[src/sv/fpdtf_pkg.sv]
`timescale 1ns / 1ps
// Package for the fixed-point decimal text formatter.
// Holds widths, ASCII codes, state types and the descriptor passed from front to back.
// Depends on nothing.
package fpdtf_pkg;

  localparam int MAX_WIDTH  = 10;
  localparam int VALUE_W    = 32;
  localparam int POINT_W    = 4;
  localparam int FIELD_W    = 4;
  localparam int CHAR_W     = 7;

  // A 32-bit magnitude has at most ten decimal digits.
  localparam int NUM_DIGITS = 10;
  localparam int DIG_IDX_W  = $clog2(NUM_DIGITS);
  localparam int NDIG_W     = $clog2(NUM_DIGITS + 1);
  localparam int WIDTH_W    = $clog2(MAX_WIDTH + 1);
  localparam int POS_W      = $clog2(MAX_WIDTH);
  // Point position plus two, or a position index, whichever is larger.
  localparam int TOTAL_W    = 5;

  localparam int QDEPTH     = 2;
  localparam int QPTR_W     = $clog2(QDEPTH);
  localparam int QCNT_W     = $clog2(QDEPTH + 1);

  // Reciprocal of ten: q = (m * RECIP10) >> RECIP_SHIFT is exact for 32-bit m.
  localparam logic [31:0] RECIP10     = 32'hCCCC_CCCD;
  localparam int          RECIP_SHIFT = 35;

  localparam logic [CHAR_W-1:0] CH_SPACE   = 7'h20;
  localparam logic [CHAR_W-1:0] CH_ZERO    = 7'h30;
  localparam logic [CHAR_W-1:0] CH_NINE    = 7'h39;
  localparam logic [CHAR_W-1:0] CH_POINT   = 7'h2E;
  localparam logic [CHAR_W-1:0] CH_MINUS   = 7'h2D;
  localparam logic [CHAR_W-1:0] CH_NEWLINE = 7'h0A;

  typedef enum logic [1:0] {
    FR_IDLE,
    FR_CONV,
    FR_PUSH
  } front_state_t;

  typedef enum logic [1:0] {
    BK_IDLE,
    BK_CHAR,
    BK_NL
  } back_state_t;

  // One converted item: its digits (least significant first) and layout.
  typedef struct packed {
    logic [NUM_DIGITS-1:0][3:0] digits;
    logic                       neg;
    logic [POINT_W-1:0]         point;
    logic [WIDTH_W-1:0]         width;
    logic [TOTAL_W-1:0]         total;
  } fmt_desc_t;

endpackage

[src/sv/fpdtf_queue.sv]
`timescale 1ns / 1ps
// Short descriptor queue between the converting front and the emitting back.
// Depends on fpdtf_pkg.
module fpdtf_queue
  import fpdtf_pkg::*;
(
  input  logic      clk,
  input  logic      rst,
  input  logic      push,
  input  fmt_desc_t push_desc,
  output logic      full,
  input  logic      pop,
  output fmt_desc_t pop_desc,
  output logic      empty
);

  fmt_desc_t          mem [QDEPTH];
  logic [QPTR_W-1:0]  wr_ptr;
  logic [QPTR_W-1:0]  rd_ptr;
  logic [QCNT_W-1:0]  count;
  logic               do_push;
  logic               do_pop;

  always_comb begin
    full     = (count == QCNT_W'(QDEPTH));
    empty    = (count == '0);
    do_push  = push && !full;
    do_pop   = pop && !empty;
    pop_desc = mem[rd_ptr];
  end

  always_ff @(posedge clk) begin
    if (do_push) mem[wr_ptr] <= push_desc;
  end

  always_ff @(posedge clk) begin
    if (rst) begin
      wr_ptr <= '0;
      rd_ptr <= '0;
      count  <= '0;
    end else begin
      if (do_push) begin
        wr_ptr <= (wr_ptr == QPTR_W'(QDEPTH - 1)) ? '0 : wr_ptr + QPTR_W'(1);
      end
      if (do_pop) begin
        rd_ptr <= (rd_ptr == QPTR_W'(QDEPTH - 1)) ? '0 : rd_ptr + QPTR_W'(1);
      end
      if (do_push && !do_pop) begin
        count <= count + QCNT_W'(1);
      end else if (do_pop && !do_push) begin
        count <= count - QCNT_W'(1);
      end
    end
  end

endmodule

[config.mk]
export PLATFORM = sky130hd
export DESIGN_NAME = fpdtf_queue
export DESIGN_NICKNAME = d
export VERILOG_FILES = /design/src/sv/fpdtf_pkg.sv /design/src/sv/fpdtf_queue.sv
export SDC_FILE = /design/constraint.sdc
export NUM_CORES = 1
export LEC_CHECK = 0
export BUFFER_PORTS_ARGS = -buffer_cell sky130_fd_sc_hd__buf_2
export CAP_MARGIN = 10
export CORE_UTILIZATION = 46
export CTS_CLUSTER_DIAMETER = 50
export DETAILED_ROUTE_END_ITERATION = 8
export MAX_ROUTING_LAYER = met4
export PLACE_DENSITY = 0.72
export SETUP_SLACK_MARGIN = 0.1
export SLEW_MARGIN = 20
export SYNTH_ARGS = -nofsm -noshare
export SYNTH_HDL_FRONTEND = slang
export SYNTH_SLANG_ARGS = --single-unit
export TNS_END_PERCENT = 100
[constraint.sdc]
create_clock -name clk -period 2.5 [get_ports clk]
set_clock_uncertainty 0.15 [all_clocks]
set_input_delay 0 -clock clk [delete_from_list [all_inputs] [get_ports clk]]
set_output_delay 0 -clock clk [all_outputs]
set_load 0.03 [all_outputs]
==> results.ini <==
[sta]
worstMarginPinSlew_ps = 465
setup_tns_ps = 0
finalWorstSetupSlack_ps = 549
final-setup-viol-count = 0
max_slew_margin_pct = 69.0
rsz0062_at_grt = no
period_needed_ps = 1950
max_freq_ghz = 0.512
final_max_slew_viol_count = 0
final.period_utilization_pct = 78.1
hold_viol = 0

[finish]
drive_gt1_share_pct = 51.0
final_area_mm2 = 0.00594
area_growth_pct = 44.7
fillers = 620
nNetsFinal = 444
n_antenna_cell = 0

[yosys]
yosysWarnings = 0
synth_mux_area_share_pct = 14.8
synth_top_family_by_area = multiplexers
synthMostInstantiatedCell = edfxtp_1
synth_cells = 193
synthTopCellsByCount = 108 x edfxtp_1, 54 x mux2_2, 5 x dfxtp_1, 5 x nor2_1, 4 x buf_2
synth_edf_count = 108
synth_top_cell_by_area = edfxtp_1
syn_area_mm2 = 0.00410
ys.flop_type = edfxtp_1
syn_area_per_cell_um2 = 21.3
yosysSeqAreaShare_pct = 81.5
synth_fa_ha_area_share_pct = 0.305
synth_xor_area_share_pct = 0.640
async_reset_ff_share_pct = 0
yosys_register_bits = 113
synth_area_leaders = edfxtp_1 79%, mux2_2 15%, dfxtp_1 2.4%
synth_simple_gate_area_share_pct = 1.13
syn_nets = 252
synth_top_area_share_pct = 79.0
yosysUniqueCellTypes = 14
synth_compound_area_share_pct = 0.610

[setup_path]
critPathMaxStageDelay_ps = 400
slowest_stage = mux2_2
start_kind = flop
cp_max_fo = 33
arrival_ps = 1800
crit_path_end_kind = primary output
critPathKind = flop to primary output
required_ps = 2350
crit_path_cell_trace = buf_4, mux2_2, buf_2

[power_and_ir_drop]
powerDensity_mw_per_mm2 = 1060
irDropWorstVdd_uv = 602
finalPower_w = 0.00632
leakagePower_nw = 2.28

[detailed_routing]
drc = 0
drt-initial-drc-count = 103
wire_per_inst_um = 15.4
postRouteAntennaNets = 0
drt_wl_total_um = 7740
dr_total_vias = 2376
avgViaCountPerCell = 4.71
drtPass1Iterations = 5

[placement]
port_buffers = 113
dp_slack_ps = 563
gp_congestion = 0.688
place_area_mm2 = 0.00486
dp_hpwl_um = 4590

[global_routing]
grt-ovfl-total = 0
grt_pass1_vias = 2437
track_usage_pct = 18.0
grt_max_degree = 34
grt_pass1_wl_um = 11500
antenna_found_initial = 0

[die]
rows = 34
die_w_um = 96.5
core_area_mm2 = 0.00868
initial_core_util_pct = 47.3
io_pins = 114
dieArea_mm2 = 0.00930
die_h_um = 96.5

[clock_network]
clockRootBuffer = clkbuf_8
clock-sinks = 113
cts.path.max_buffers = 2
cts_tree = done
clk_pin_slew_ps = 50
cts_buffers = 17
h-tree-depth = 4
postCtsResizedCells = 0
clock_latency_ps = 490

[hold_path]
hold_path.class = input pin to flop

[flow_run]
drv_cap = 0

[status]
status = finished, final reports clean

critical path: cells and delay by family (launching register included):
kind,cells,cell delay (ps)
multiplexers,1,400
buffers and inverters,2,570
flip-flops,1,320
power by group:
part	switching (W)	internal [W]	total, W
logic	0.00117	0.000692	0.00187
clock network	0.000721	0.00128	0.00200
registers	0.0000694	0.00238	0.00245
total	0.00196	0.00436	0.00632
cell usage in the layout (no fill, tap or decap), types with 3 or more instances in the layout:
master / instances
buf_2: 113
mux2_2: 54
clkbuf_1: 4
nor2_1: 5
clkbuf_16: 16
edfxtp_1: 108
o21ai_0: 3
dfxtp_1: 4
buf_4: 6
clkinv_2: 4
dlygate4sd3_1: 58
clkinv_1: 3
xor2_1: 3
per-stage QoR:
step | cells | hold WS [ps] | util, %
floorplan | 193 | -80.9 | -
global placement | 416 | 38.5 | 56.0
detailed placement | 416 | 41.0 | 56.0
CTS | 504 | 54.8 | 68.4
global route | 504 | 56.8 | 68.4
finish | 504 | 80.7 | 68.4
metal layers:
metal | global-route usage [%] | vias to the layer above | wire, um
met2 | 29.0 | 88 | 3890
met1 | 20.6 | 1132 | 3330
li1 | - | 1145 | -
met4 | 8.21 | 0 | 105
met3 | 5.95 | 11 | 415
met5 | - | - | 0
path summary, 6_finish.rpt:
| kind | from | end | slack (ps) | cells past startpoint |
|---|---|---|---|---|
| setup / recovery | flop | pop_desc[31] | 550 | 3 |
| hold / removal | push_desc[33] | mem[0][33]$_DFFE_PP_ | 80 | 2 |
| setup reg to reg | count[0]$_SDFFE_PP0P_ | mem[0][31]$_DFFE_PP_ | 560 | 4 |
| hold reg to reg | wr_ptr$_SDFFE_PP0P_ | wr_ptr$_SDFFE_PP0P_ | 340 | 2 |
what timing repair did:
item / 4_1_cts / 5_1_grt
endpoints found under the hold margin: 113 / 0
hold buffers: 58 / 0
buffers inserted: 0 / 0
sequential cells by signal, indices dropped and copies added (netlist names), named ones only:
| register | cells |
|---|---|
| mem | 108 |
| wr_ptr | 1 |
| count | 2 |
| rd_ptr | 1 |
cell type report:
| type | instances | area [um^2] | area share (%) |
|---|---|---|---|
| Tap cell | 108 | 135 | 2.28 |
| Clock buffer | 21 | 429 | 7.23 |
| Inverter | 2 | 11.3 | 0.190 |
| Multi-Input combinational cell | 72 | 719 | 12.1 |
| Clock inverter | 9 | 68.8 | 1.16 |
| Sequential cell | 113 | 3340 | 56.3 |
| Timing Repair Buffer | 179 | 1230 | 20.7 |
kinds of logic after synthesis:
group,after synthesis
AO/OA/AOI/OAI,5
XOR/XNOR,3
adder cells (fa/ha/maj),1
buffers and inverters,8
flip-flops,113
multiplexers,54
AND/OR/NAND/NOR,9
Power figures use the tool's default switching activity.
