## src/sv/fpdtf_pkg.sv

```systemverilog
`timescale 1ns / 1ps
// Package for the fixed-point decimal text formatter.
// Holds widths, ASCII codes, state types and the descriptor passed from front to back.
// Depends on nothing.
package fpdtf_pkg;

  localparam int MAX_WIDTH  = 10;
  localparam int VALUE_W    = 32;
  localparam int POINT_W    = 4;
  localparam int FIELD_W    = 4;
  localparam int CHAR_W     = 7;

  // A 32-bit magnitude has at most ten decimal digits.
  localparam int NUM_DIGITS = 10;
  localparam int DIG_IDX_W  = $clog2(NUM_DIGITS);
  localparam int NDIG_W     = $clog2(NUM_DIGITS + 1);
  localparam int WIDTH_W    = $clog2(MAX_WIDTH + 1);
  localparam int POS_W      = $clog2(MAX_WIDTH);
  // Point position plus two, or a position index, whichever is larger.
  localparam int TOTAL_W    = 5;

  localparam int QDEPTH     = 2;
  localparam int QPTR_W     = $clog2(QDEPTH);
  localparam int QCNT_W     = $clog2(QDEPTH + 1);

  // Reciprocal of ten: q = (m * RECIP10) >> RECIP_SHIFT is exact for 32-bit m.
  localparam logic [31:0] RECIP10     = 32'hCCCC_CCCD;
  localparam int          RECIP_SHIFT = 35;

  localparam logic [CHAR_W-1:0] CH_SPACE   = 7'h20;
  localparam logic [CHAR_W-1:0] CH_ZERO    = 7'h30;
  localparam logic [CHAR_W-1:0] CH_NINE    = 7'h39;
  localparam logic [CHAR_W-1:0] CH_POINT   = 7'h2E;
  localparam logic [CHAR_W-1:0] CH_MINUS   = 7'h2D;
  localparam logic [CHAR_W-1:0] CH_NEWLINE = 7'h0A;

  typedef enum logic [1:0] {
    FR_IDLE,
    FR_CONV,
    FR_PUSH
  } front_state_t;

  typedef enum logic [1:0] {
    BK_IDLE,
    BK_CHAR,
    BK_NL
  } back_state_t;

  // One converted item: its digits (least significant first) and layout.
  typedef struct packed {
    logic [NUM_DIGITS-1:0][3:0] digits;
    logic                       neg;
    logic [POINT_W-1:0]         point;
    logic [WIDTH_W-1:0]         width;
    logic [TOTAL_W-1:0]         total;
  } fmt_desc_t;

endpackage

```

## src/sv/fpdtf_if.sv

```systemverilog


interface fpdtf_result_if
  import fpdtf_pkg::*;
();
  logic              valid;
  logic              ready;
  logic [CHAR_W-1:0] character;
  logic              is_last;

  modport source (output valid, output character, output is_last, input ready);
  modport sink   (input valid, input character, input is_last, output ready);
endinterface

```

## src/sv/fpdtf_back.sv

```systemverilog
`timescale 1ns / 1ps
// Back part: walks the field left to right and emits one character per transfer.
// Depends on fpdtf_pkg and fpdtf_if.
module fpdtf_back
  import fpdtf_pkg::*;
(
  input  logic          clk,
  input  logic          rst,
  input  fmt_desc_t     q_desc,
  input  logic          q_empty,
  output logic          q_pop,
  fpdtf_result_if.source result
);

  back_state_t        state, state_next;
  fmt_desc_t          desc;
  logic [POS_W-1:0]   k;         // position counted from the right edge
  logic               out_valid;
  logic [CHAR_W-1:0]  char_q;
  logic               last_q;

  logic               can_load;
  logic [TOTAL_W-1:0] kk;
  logic [TOTAL_W-1:0] dig_idx;
  logic [3:0]         dig;
  logic [CHAR_W-1:0]  char_now;

  // Character at position k from the right.
  always_comb begin
    kk = TOTAL_W'(k);
    if ((desc.point != '0) && (kk > TOTAL_W'(desc.point))) begin
      dig_idx = kk - TOTAL_W'(1);
    end else begin
      dig_idx = kk;
    end
    if (dig_idx < TOTAL_W'(NUM_DIGITS)) begin
      dig = desc.digits[dig_idx[DIG_IDX_W-1:0]];
    end else begin
      dig = 4'd0;
    end
    priority if (kk < desc.total) begin
      if ((desc.point != '0) && (kk == TOTAL_W'(desc.point))) begin
        char_now = CH_POINT;
      end else begin
        char_now = CH_ZERO | CHAR_W'(dig);
      end
    end else if ((kk == desc.total) && desc.neg) begin
      char_now = CH_MINUS;
    end else begin
      char_now = CH_SPACE;
    end
  end

  always_comb begin
    state_next = state;
    unique case (state)
      BK_IDLE: begin
        if (!q_empty) state_next = (q_desc.width == '0) ? BK_NL : BK_CHAR;
      end
      BK_CHAR: begin
        if (can_load && (k == '0)) state_next = BK_NL;
      end
      BK_NL: begin
        if (can_load) state_next = BK_IDLE;
      end
      default: state_next = BK_IDLE;
    endcase
  end

  always_comb begin
    can_load         = !out_valid || result.ready;
    q_pop            = (state == BK_IDLE) && !q_empty;
    result.valid     = out_valid;
    result.character = char_q;
    result.is_last   = last_q;
  end

  always_ff @(posedge clk) begin
    if (rst) begin
      state     <= BK_IDLE;
      out_valid <= 1'b0;
    end else begin
      state <= state_next;
      if (can_load) out_valid <= (state == BK_CHAR) || (state == BK_NL);
    end
  end

  always_ff @(posedge clk) begin
    if (q_pop) begin
      desc <= q_desc;
      k    <= POS_W'(q_desc.width - WIDTH_W'(1));
    end
    if (can_load) begin
      if (state == BK_CHAR) begin
        char_q <= char_now;
        last_q <= 1'b0;
        k      <= k - POS_W'(1);
      end else if (state == BK_NL) begin
        char_q <= CH_NEWLINE;
        last_q <= 1'b1;
      end
    end
  end

endmodule

```

## src/flat_wrapper.sv

```systemverilog
// flat-port wrapper written by rule: the top's interface ports become plain ports
module fpdtf_back_flat import fpdtf_pkg::*;
  (clk, rst, q_desc, q_empty, q_pop, result_valid, result_character, result_is_last, result_ready);
  fpdtf_result_if result_i ();
  input  logic clk;
  input  logic rst;
  input  fmt_desc_t q_desc;
  input  logic q_empty;
  output logic q_pop;
  output wire logic [$bits(result_i.valid)-1:0] result_valid;
  output wire logic [$bits(result_i.character)-1:0] result_character;
  output wire logic [$bits(result_i.is_last)-1:0] result_is_last;
  input wire logic [$bits(result_i.ready)-1:0] result_ready;
  assign result_valid = result_i.valid;
  assign result_character = result_i.character;
  assign result_is_last = result_i.is_last;
  assign result_i.ready = result_ready;
  fpdtf_back u_core (.clk(clk), .rst(rst), .q_desc(q_desc), .q_empty(q_empty), .q_pop(q_pop), .result(result_i));
endmodule
```

## config.mk

```make
export PLATFORM = sky130hd
export DESIGN_NAME = fpdtf_back_flat
export DESIGN_NICKNAME = d
export VERILOG_FILES = /design/src/sv/fpdtf_pkg.sv /design/src/sv/fpdtf_if.sv /design/src/sv/fpdtf_back.sv /design/src/flat_wrapper.sv
export SDC_FILE = /design/constraint.sdc
export NUM_CORES = 1
export LEC_CHECK = 0
export ABC_CLOCK_PERIOD_IN_PS = 5110
export BUFFER_PORTS_ARGS = -buffer_cell sky130_fd_sc_hd__buf_2
export CAP_MARGIN = 20
export CORE_MARGIN = 3
export CORE_UTILIZATION = 58
export DETAILED_ROUTE_END_ITERATION = 12
export GPL_TIMING_DRIVEN = 0
export PLACE_DENSITY = 0.85
export SYNTH_ARGS = -nofsm -noshare
export SYNTH_HDL_FRONTEND = slang
export SYNTH_SLANG_ARGS = --single-unit
```

## constraint.sdc

```tcl
create_clock -name clk -period 5.11 [get_ports clk]
set_clock_uncertainty 0.1 [all_clocks]
set_input_delay 0.2555 -clock clk [delete_from_list [all_inputs] [get_ports clk]]
set_output_delay 0.2555 -clock clk [all_outputs]
set_load 0.01 [all_outputs]
```

==> impl_metrics.env, run 1 <==
export IMPL_startpoint_class="flip-flop"
export IMPL_worst_pin_slew_ps=558.9
export IMPL_worst_setup_path_endpoint="u_core.result.character[0]$_SDFFCE_PN0P_"
export IMPL_count_of_buffers_inserted_at_the_top_level_ports=66
export IMPL_insertedDiodeCount=0
export IMPL_global_route_wire_length_before_repair_mm=12.20
export IMPL_area_growth_pct=35.53
export IMPL_number_of_instances_resized_during_post_cts_repair=0
export IMPL_finalWeightedCongestion=0.8545
export IMPL_r2r_end="u_core.result.character[0]$_SDFFCE_PN0P_"
export IMPL_synth_net_count=316
export IMPL_worst_slew_margin_relative_to_its_limit=0.6269
export IMPL_setup_violations_final=0
export IMPL_synth_area_per_cell_um2=12.99
export IMPL_via_count=2502
export IMPL_clock_sinks=64
export IMPL_die_area_um2=6387
export IMPL_cts_hold_buffers_added=49
export IMPL_power_total_mw=2.233
export IMPL_timing_reg2reg_worst_path_depth=11
export IMPL_drt_vias_per_instance=5.597
export IMPL_initialDrtViolationCount=175
export IMPL_final_nets=444
export IMPL_worst_ep_required_time_ps=5210
export IMPL_synthFlopType="edfxtp_1"
export IMPL_cts_made_buffers=9
export IMPL_post_dp_hpwl_mm=4.541
export IMPL_htree_levels=3
export IMPL_timing_final_hold_violations=0
export IMPL_share_of_final_layout_standard_cells_stronger_than_drive_strength_1=0.2732
export IMPL_worstPathArrival_ps=3640
export IMPL_outcome="complete, no violations"
export IMPL_cts_tree="done"
export IMPL_grt_use_total=0.2615
export IMPL_max_cap_violations=0
export IMPL_grt_pass1_vias=2509
export IMPL_finalWirelength_mm=7.854
export IMPL_antenna_found_initial=0
export IMPL_clock_fmax_ghz=0.2827
export IMPL_ir_worst_vdd_mv=0.3212
export IMPL_fin_crit_sh=0.6923
export IMPL_clkTransAtPathRegs_ps=80
export IMPL_synth_seq_area_share=0.5843
export IMPL_design_core_area_um2=5205
export IMPL_synth_warnings=0
export IMPL_timing_reg2reg_setup_slack_ps=1570
export IMPL_timing_critical_path_fanout_max=10
export IMPL_detail_route_first_pass_iterations=5
export IMPL_wl_per_cell_um=17.57
export IMPL_ant_nets=0
export IMPL_synth_edf_count=57
export IMPL_worstSetupStartpoint="u_core.k[0]$_DFF_P_"
export IMPL_setup_repair_after_global_routing_missed_its_margin="no"
export IMPL_yosys_register_bits=64
export IMPL_globalRouteOverflowTotal=0
export IMPL_setup_worst_path_end_class="flip-flop"
export IMPL_leakagePower_nw=1.779
export IMPL_critical_path_reg2reg_startpoint="u_core.k[0]$_DFF_P_"
export IMPL_cts_root_buf="clkbuf_8"
export IMPL_dieHeight_um=79.92
export IMPL_clock_insertion_delay_worst_skew_ps=340
export IMPL_worst_min_path_class="in2reg"
export IMPL_mappedNetlistArea_um2=3169
export IMPL_timing_setup_critical_path_class="reg2reg"
export IMPL_post_synth_arst_share=0
export IMPL_cts_root_to_sink_buffers=2
export IMPL_grt_max_degree=33
export IMPL_timing_final_max_slew_violations=0
export IMPL_setup_tns_final_ps=0
export IMPL_power_density_nw_per_um2=519.9
export IMPL_cts_setup_buffers=0
export IMPL_count_of_boundary_i_o_pins=68
export IMPL_floorplan_initialDensity=0.6089
export IMPL_rows=26
export IMPL_syn_instance_count=244
export IMPL_width_of_the_die_um=79.92
export IMPL_synthDistinctLibCells=50
export IMPL_post_route_drc_count=0
export IMPL_period_minus_slack_ps=3538
[cell type report]
class | instances | area [um^2]
Tap cell | 70 | 87.58
Sequential cell | 64 | 1852
Multi-Input combinational cell | 156 | 1197
Clock buffer | 10 | 127.6
Clock inverter | 6 | 60.06
Buffer | 7 | 56.30
Fill cell | 282 | 909.6
Inverter | 17 | 63.81
Timing Repair Buffer | 117 | 850.8
[synthesized netlist by cell type (all sizes together) (3+ instances only)]
cell type  count  share of area
nor2b          5          0.011
ha            14          0.055
nor3           3         0.0047
xnor2          6          0.028
buf            5          0.015
nand2b         5         0.0099
o211ai         5          0.015
nor2          13          0.015
edfxtp        57           0.54
mux4           4          0.028
dfxtp          7          0.044
nand3          7          0.013
and2           3         0.0059
o21ai         12          0.019
a22oi          4         0.0095
inv           17          0.020
a21oi         11          0.020
mux2i         17          0.054
nand2         21          0.025
[worst min-delay path by stage]
stage	start	endpoint	slack, ps	depth (start not counted)
after floorplan	rst	u_core.result.valid$_SDFFE_PP0N_	220	1
after global placement	q_desc[42]	u_core.desc[42]$_DFFE_PP_	330	1
after detailed placement	q_desc[41]	u_core.desc[41]$_DFFE_PP_	330	1
after CTS	q_desc[19]	u_core.desc[19]$_DFFE_PP_	1	1
after global routing	rst	u_core.result.valid$_SDFFE_PP0N_	10	2
final	rst	u_core.result.valid$_SDFFE_PP0N_	8	2
[sequential cells by signal, indices dropped and copies added (netlist names)]
register                 count
u_core.desc                 50
u_core.state                 2
u_core.result.character      6
u_core.result.valid          1
u_core.result.is_last        1
u_core.k                     4
[per-layer routing]
layer	global-route usage	share of wire	vias to the layer above
met5	0	0	-
met4	0.1689	0.044	0
met3	0.06772	0.069	33
met2	0.4180	0.50	137
met1	0.3114	0.39	1167
li1	-	-	1165
[placed cells by master (no fill, tap or decap), types with 6 or more instances in the layout]
cell type	instances
edfxtp_1	57
nand2_1	21
ha_1	14
buf_2	68
mux2i_1	17
dlygate4sd3_1	50
nor2_1	13
dfxtp_1	7
clkbuf_8	9
a21oi_1	9
inv_1	16
o21ai_0	12
nand3_1	6
[power breakdown]
part / switching, mW / internal, mW / leakage (nW)
combinational: 0.611 / 0.473 / 1.09
sequential: 0.0564 / 0.672 / 0.598
clock: 0.197 / 0.223 / 0.0937
total: 0.865 / 1.37 / 1.78
[kinds of logic after synthesis]
group,Yosys count,share of synthesized area
and+or+nand+nor,68,0.1113
buffers and inverters,24,0.03790
adders and majority gates,14,0.05527
other,1,0.001183
DFF,64,0.5843
AOI/OAI and AO/OA,46,0.09949
xor gates and xnor gates,6,0.02842
muxes,21,0.08212
[worst max-delay path, cell delays in order, from the launching register on]
cell,delay (ps)
dfxtp_1,440
buf_2,350
inv_1,210
ha_1,340
nand4_1,160
nand2_1,80
a21oi_2,370
nand2_1,180
xnor2_1,460
nor3b_2,360
nand3_1,150
o211ai_2,180
[per-stage QoR]
step | cells | cell area [um^2] | hold WS [ps] | setup WS (ps) | util
6_report | 447 | 4295 | 7.618 | 1572 | 0.8252
5_1_grt | 447 | 4295 | 10.49 | 1442 | 0.8252
4_1_cts | 446 | 4285 | 1.032 | 1686 | 0.8233
3_5_place_dp | 381 | 3607 | 333.6 | 1718 | 0.6930
3_3_place_gp | 380 | 3587 | 332.1 | 1844 | 0.6892
2_1_floorplan | 244 | 3169 | 224.6 | 2320 | -
Power figures use the tool's default switching activity.
==> run 2, diff against run 1 <==
--- a/config.mk
+++ b/config.mk
@@ -5,14 +5,14 @@
 export SDC_FILE = /design/constraint.sdc
 export NUM_CORES = 1
 export LEC_CHECK = 0
-export ABC_CLOCK_PERIOD_IN_PS = 5110
+export ABC_CLOCK_PERIOD_IN_PS = 3000
 export BUFFER_PORTS_ARGS = -buffer_cell sky130_fd_sc_hd__buf_2
 export CAP_MARGIN = 20
 export CORE_MARGIN = 3
-export CORE_UTILIZATION = 58
+export CORE_UTILIZATION = 49
 export DETAILED_ROUTE_END_ITERATION = 12
 export GPL_TIMING_DRIVEN = 0
-export PLACE_DENSITY = 0.85
+export PLACE_DENSITY = 0.77
 export SYNTH_ARGS = -nofsm -noshare
 export SYNTH_HDL_FRONTEND = slang
 export SYNTH_SLANG_ARGS = --single-unit
==> constraint.sdc (replaced) <==
create_clock -name clk -period 3 [get_ports clk]
set_clock_uncertainty 0.1 [all_clocks]
set_input_delay 0.15 -clock clk [delete_from_list [all_inputs] [get_ports clk]]
set_output_delay 0.15 -clock clk [all_outputs]
set_load 0.01 [all_outputs]
==> run 2 against run 1 <==
Via count down 4.7%. Non-clock buffer count up 2. Clock-buffer cell count unchanged. Fmax up 24%. Sequential power up 70%. Combinational power up 72%. Critical path type unchanged.
==> impl_metrics.env, run 2 (same netlist as run 1, synthesis figures left out) <==
export IMPL_design_core_area_um2=6096
export IMPL_rows=28
export IMPL_width_of_the_die_um=86.43
export IMPL_dieHeight_um=86.43
export IMPL_post_dp_hpwl_mm=4.393
export IMPL_worst_min_path_class="in2reg"
export IMPL_worstPathArrival_ps=2830
export IMPL_globalRouteOverflowTotal=0
export IMPL_startpoint_class="flip-flop"
export IMPL_clock_fmax_ghz=0.3509
export IMPL_setup_violations_final=0
export IMPL_final_nets=446
export IMPL_via_count=2384
export IMPL_area_growth_pct=37.39
export IMPL_ant_nets=0
export IMPL_clock_insertion_delay_worst_skew_ps=330
export IMPL_clock_sinks=64
export IMPL_antenna_found_initial=0
export IMPL_fin_crit_sh=0.9500
export IMPL_power_density_nw_per_um2=872.5
export IMPL_timing_final_hold_violations=0
export IMPL_count_of_buffers_inserted_at_the_top_level_ports=66
export IMPL_worstSetupStartpoint="u_core.k[0]$_DFF_P_"
export IMPL_final_util=0.7143
export IMPL_timing_setup_critical_path_class="reg2reg"
export IMPL_cts_made_buffers=9
export IMPL_worst_ep_required_time_ps=2980
export IMPL_die_area_um2=7469
export IMPL_top_register="u_core.desc"
export IMPL_grt_max_degree=31
export IMPL_cts_root_buf="clkbuf_8"
export IMPL_insertedDiodeCount=0
export IMPL_detail_route_first_pass_iterations=4
export IMPL_stdcell_count=454
export IMPL_cts_root_to_sink_buffers=2
export IMPL_finalWeightedCongestion=0.8599
export IMPL_cts_tree="done"
export IMPL_max_cap_violations=0
export IMPL_post_route_drc_count=0
export IMPL_grt_pass1_vias=2484
export IMPL_initialDrtViolationCount=108
export IMPL_period_minus_slack_ps=2850
export IMPL_share_of_final_layout_standard_cells_stronger_than_drive_strength_1=0.2902
export IMPL_wl_per_cell_um=15.53
export IMPL_power_total_mw=3.799
export IMPL_floorplan_initialDensity=0.5199
export IMPL_clkTransAtPathRegs_ps=70
export IMPL_mostFrequentLayoutCells="buf_2 (67), edfxtp_1 (57), dlygate4sd3_1 (51)"
export IMPL_leakagePower_nw=1.797
export IMPL_flip_flop_count_of_the_largest_register_all_copies_and_words_added=50
export IMPL_grt_use_total=0.2067
export IMPL_timing_critical_path_fanout_max=10
export IMPL_htree_levels=3
export IMPL_outcome="complete, no violations"
export IMPL_timing_final_max_slew_violations=0
export IMPL_worst_slew_margin_relative_to_its_limit=0.6220
export IMPL_setup_repair_after_global_routing_missed_its_margin="no"
export IMPL_critical_path_reg2reg_startpoint="u_core.k[0]$_DFF_P_"
export IMPL_timing_hold_worst_start="result_ready"
export IMPL_leading_cell_type_in_the_layout_fill_and_taps_excluded="buf_2"
export IMPL_finalWirelength_mm=7.049
export IMPL_drt_vias_per_instance=5.251
export IMPL_setup_tns_final_ps=0
export IMPL_cells_after_dpl=386
export IMPL_setup_worst_path_end_class="flip-flop"
export IMPL_worst_pin_slew_ps=566.1
export IMPL_global_route_wire_length_before_repair_mm=11.73
export IMPL_ir_worst_vdd_mv=0.5229
export IMPL_count_of_boundary_i_o_pins=68
[run 2: cell types whose count changed in the layout (fill, tap and decap cells not counted), sizes merged]
cell / before / now
dlygate4sd3: 50 / 51
buf: 72 / 73
[run 2: power breakdown]
part / total, mW / internal (mW) / leakage [nW] / switching [mW]
Sequential: 1.24 / 1.15 / 0.598 / 0.0910
Clock: 0.705 / 0.379 / 0.0937 / 0.326
Combinational: 1.86 / 0.857 / 1.11 / 1.00
[run 2: per-layer routing]
metal  up-vias  track usage  part of all wire
met1      1117       0.2610              0.41
li1       1168            -                 -
met4         0      0.08215             0.016
met5         -            0                 0
met3        12      0.05323             0.053
met2        87       0.3408              0.52
[run 2: final timing paths]
check / to / cells after the start / slack (ps)
worst max register to register: u_core.result.character[2]$_SDFFCE_PN0P_ / 12 / 150
worst min-delay path: u_core.result.valid$_SDFFE_PP0N_ / 3 / 70
worst max-delay path: u_core.result.character[2]$_SDFFCE_PN0P_ / 12 / 150
worst min register to register: u_core.state[0]$_SDFFE_PP0P_ / 2 / 440
[run 2: worst max-delay path: stages, from the launching register on]
cell	delay, ps
dfxtp_2	390
buf_6	200
inv_1	150
ha_1	320
nand4_1	160
nand2_1	120
a21oi_4	220
buf_6	170
nand3_1	90
a21oi_1	240
nor3b_2	90
o311ai_1	270
a31oi_1	60
[run 2: through the flow]
stage	hold slack, ps	setup WS, ps	area (um^2)
floorplan	119.1	209.8	3169
global placement	226.7	-267.0	3593
detailed placement	228.1	-283.7	3613
CTS	51.71	64.07	4337
global route	64.17	1.532	4354
finish	67.58	150.1	4354
[run 2: timing repair]
| action | in CTS | in global routing |
|---|---|---|
| hold buffers | 51 | 0 |
| endpoints found under the setup margin | 4 | 4 |
| buffers inserted | 1 | 0 |
| hold endpoints to repair | 53 | 0 |
| gates resized for setup | 3 | 6 |
[run 2: layout make-up]
| class | instances | area [um^2] |
|---|---|---|
| fill | 435 | 1742 |
| buffer | 7 | 62.56 |
| sequential | 64 | 1853 |
| multi-input combinational | 156 | 1225 |
| clock buffer | 10 | 127.6 |
| inverter | 17 | 63.81 |
| timing repair buffer | 119 | 868.3 |
| clock inverter | 6 | 60.06 |
| tap | 75 | 93.84 |
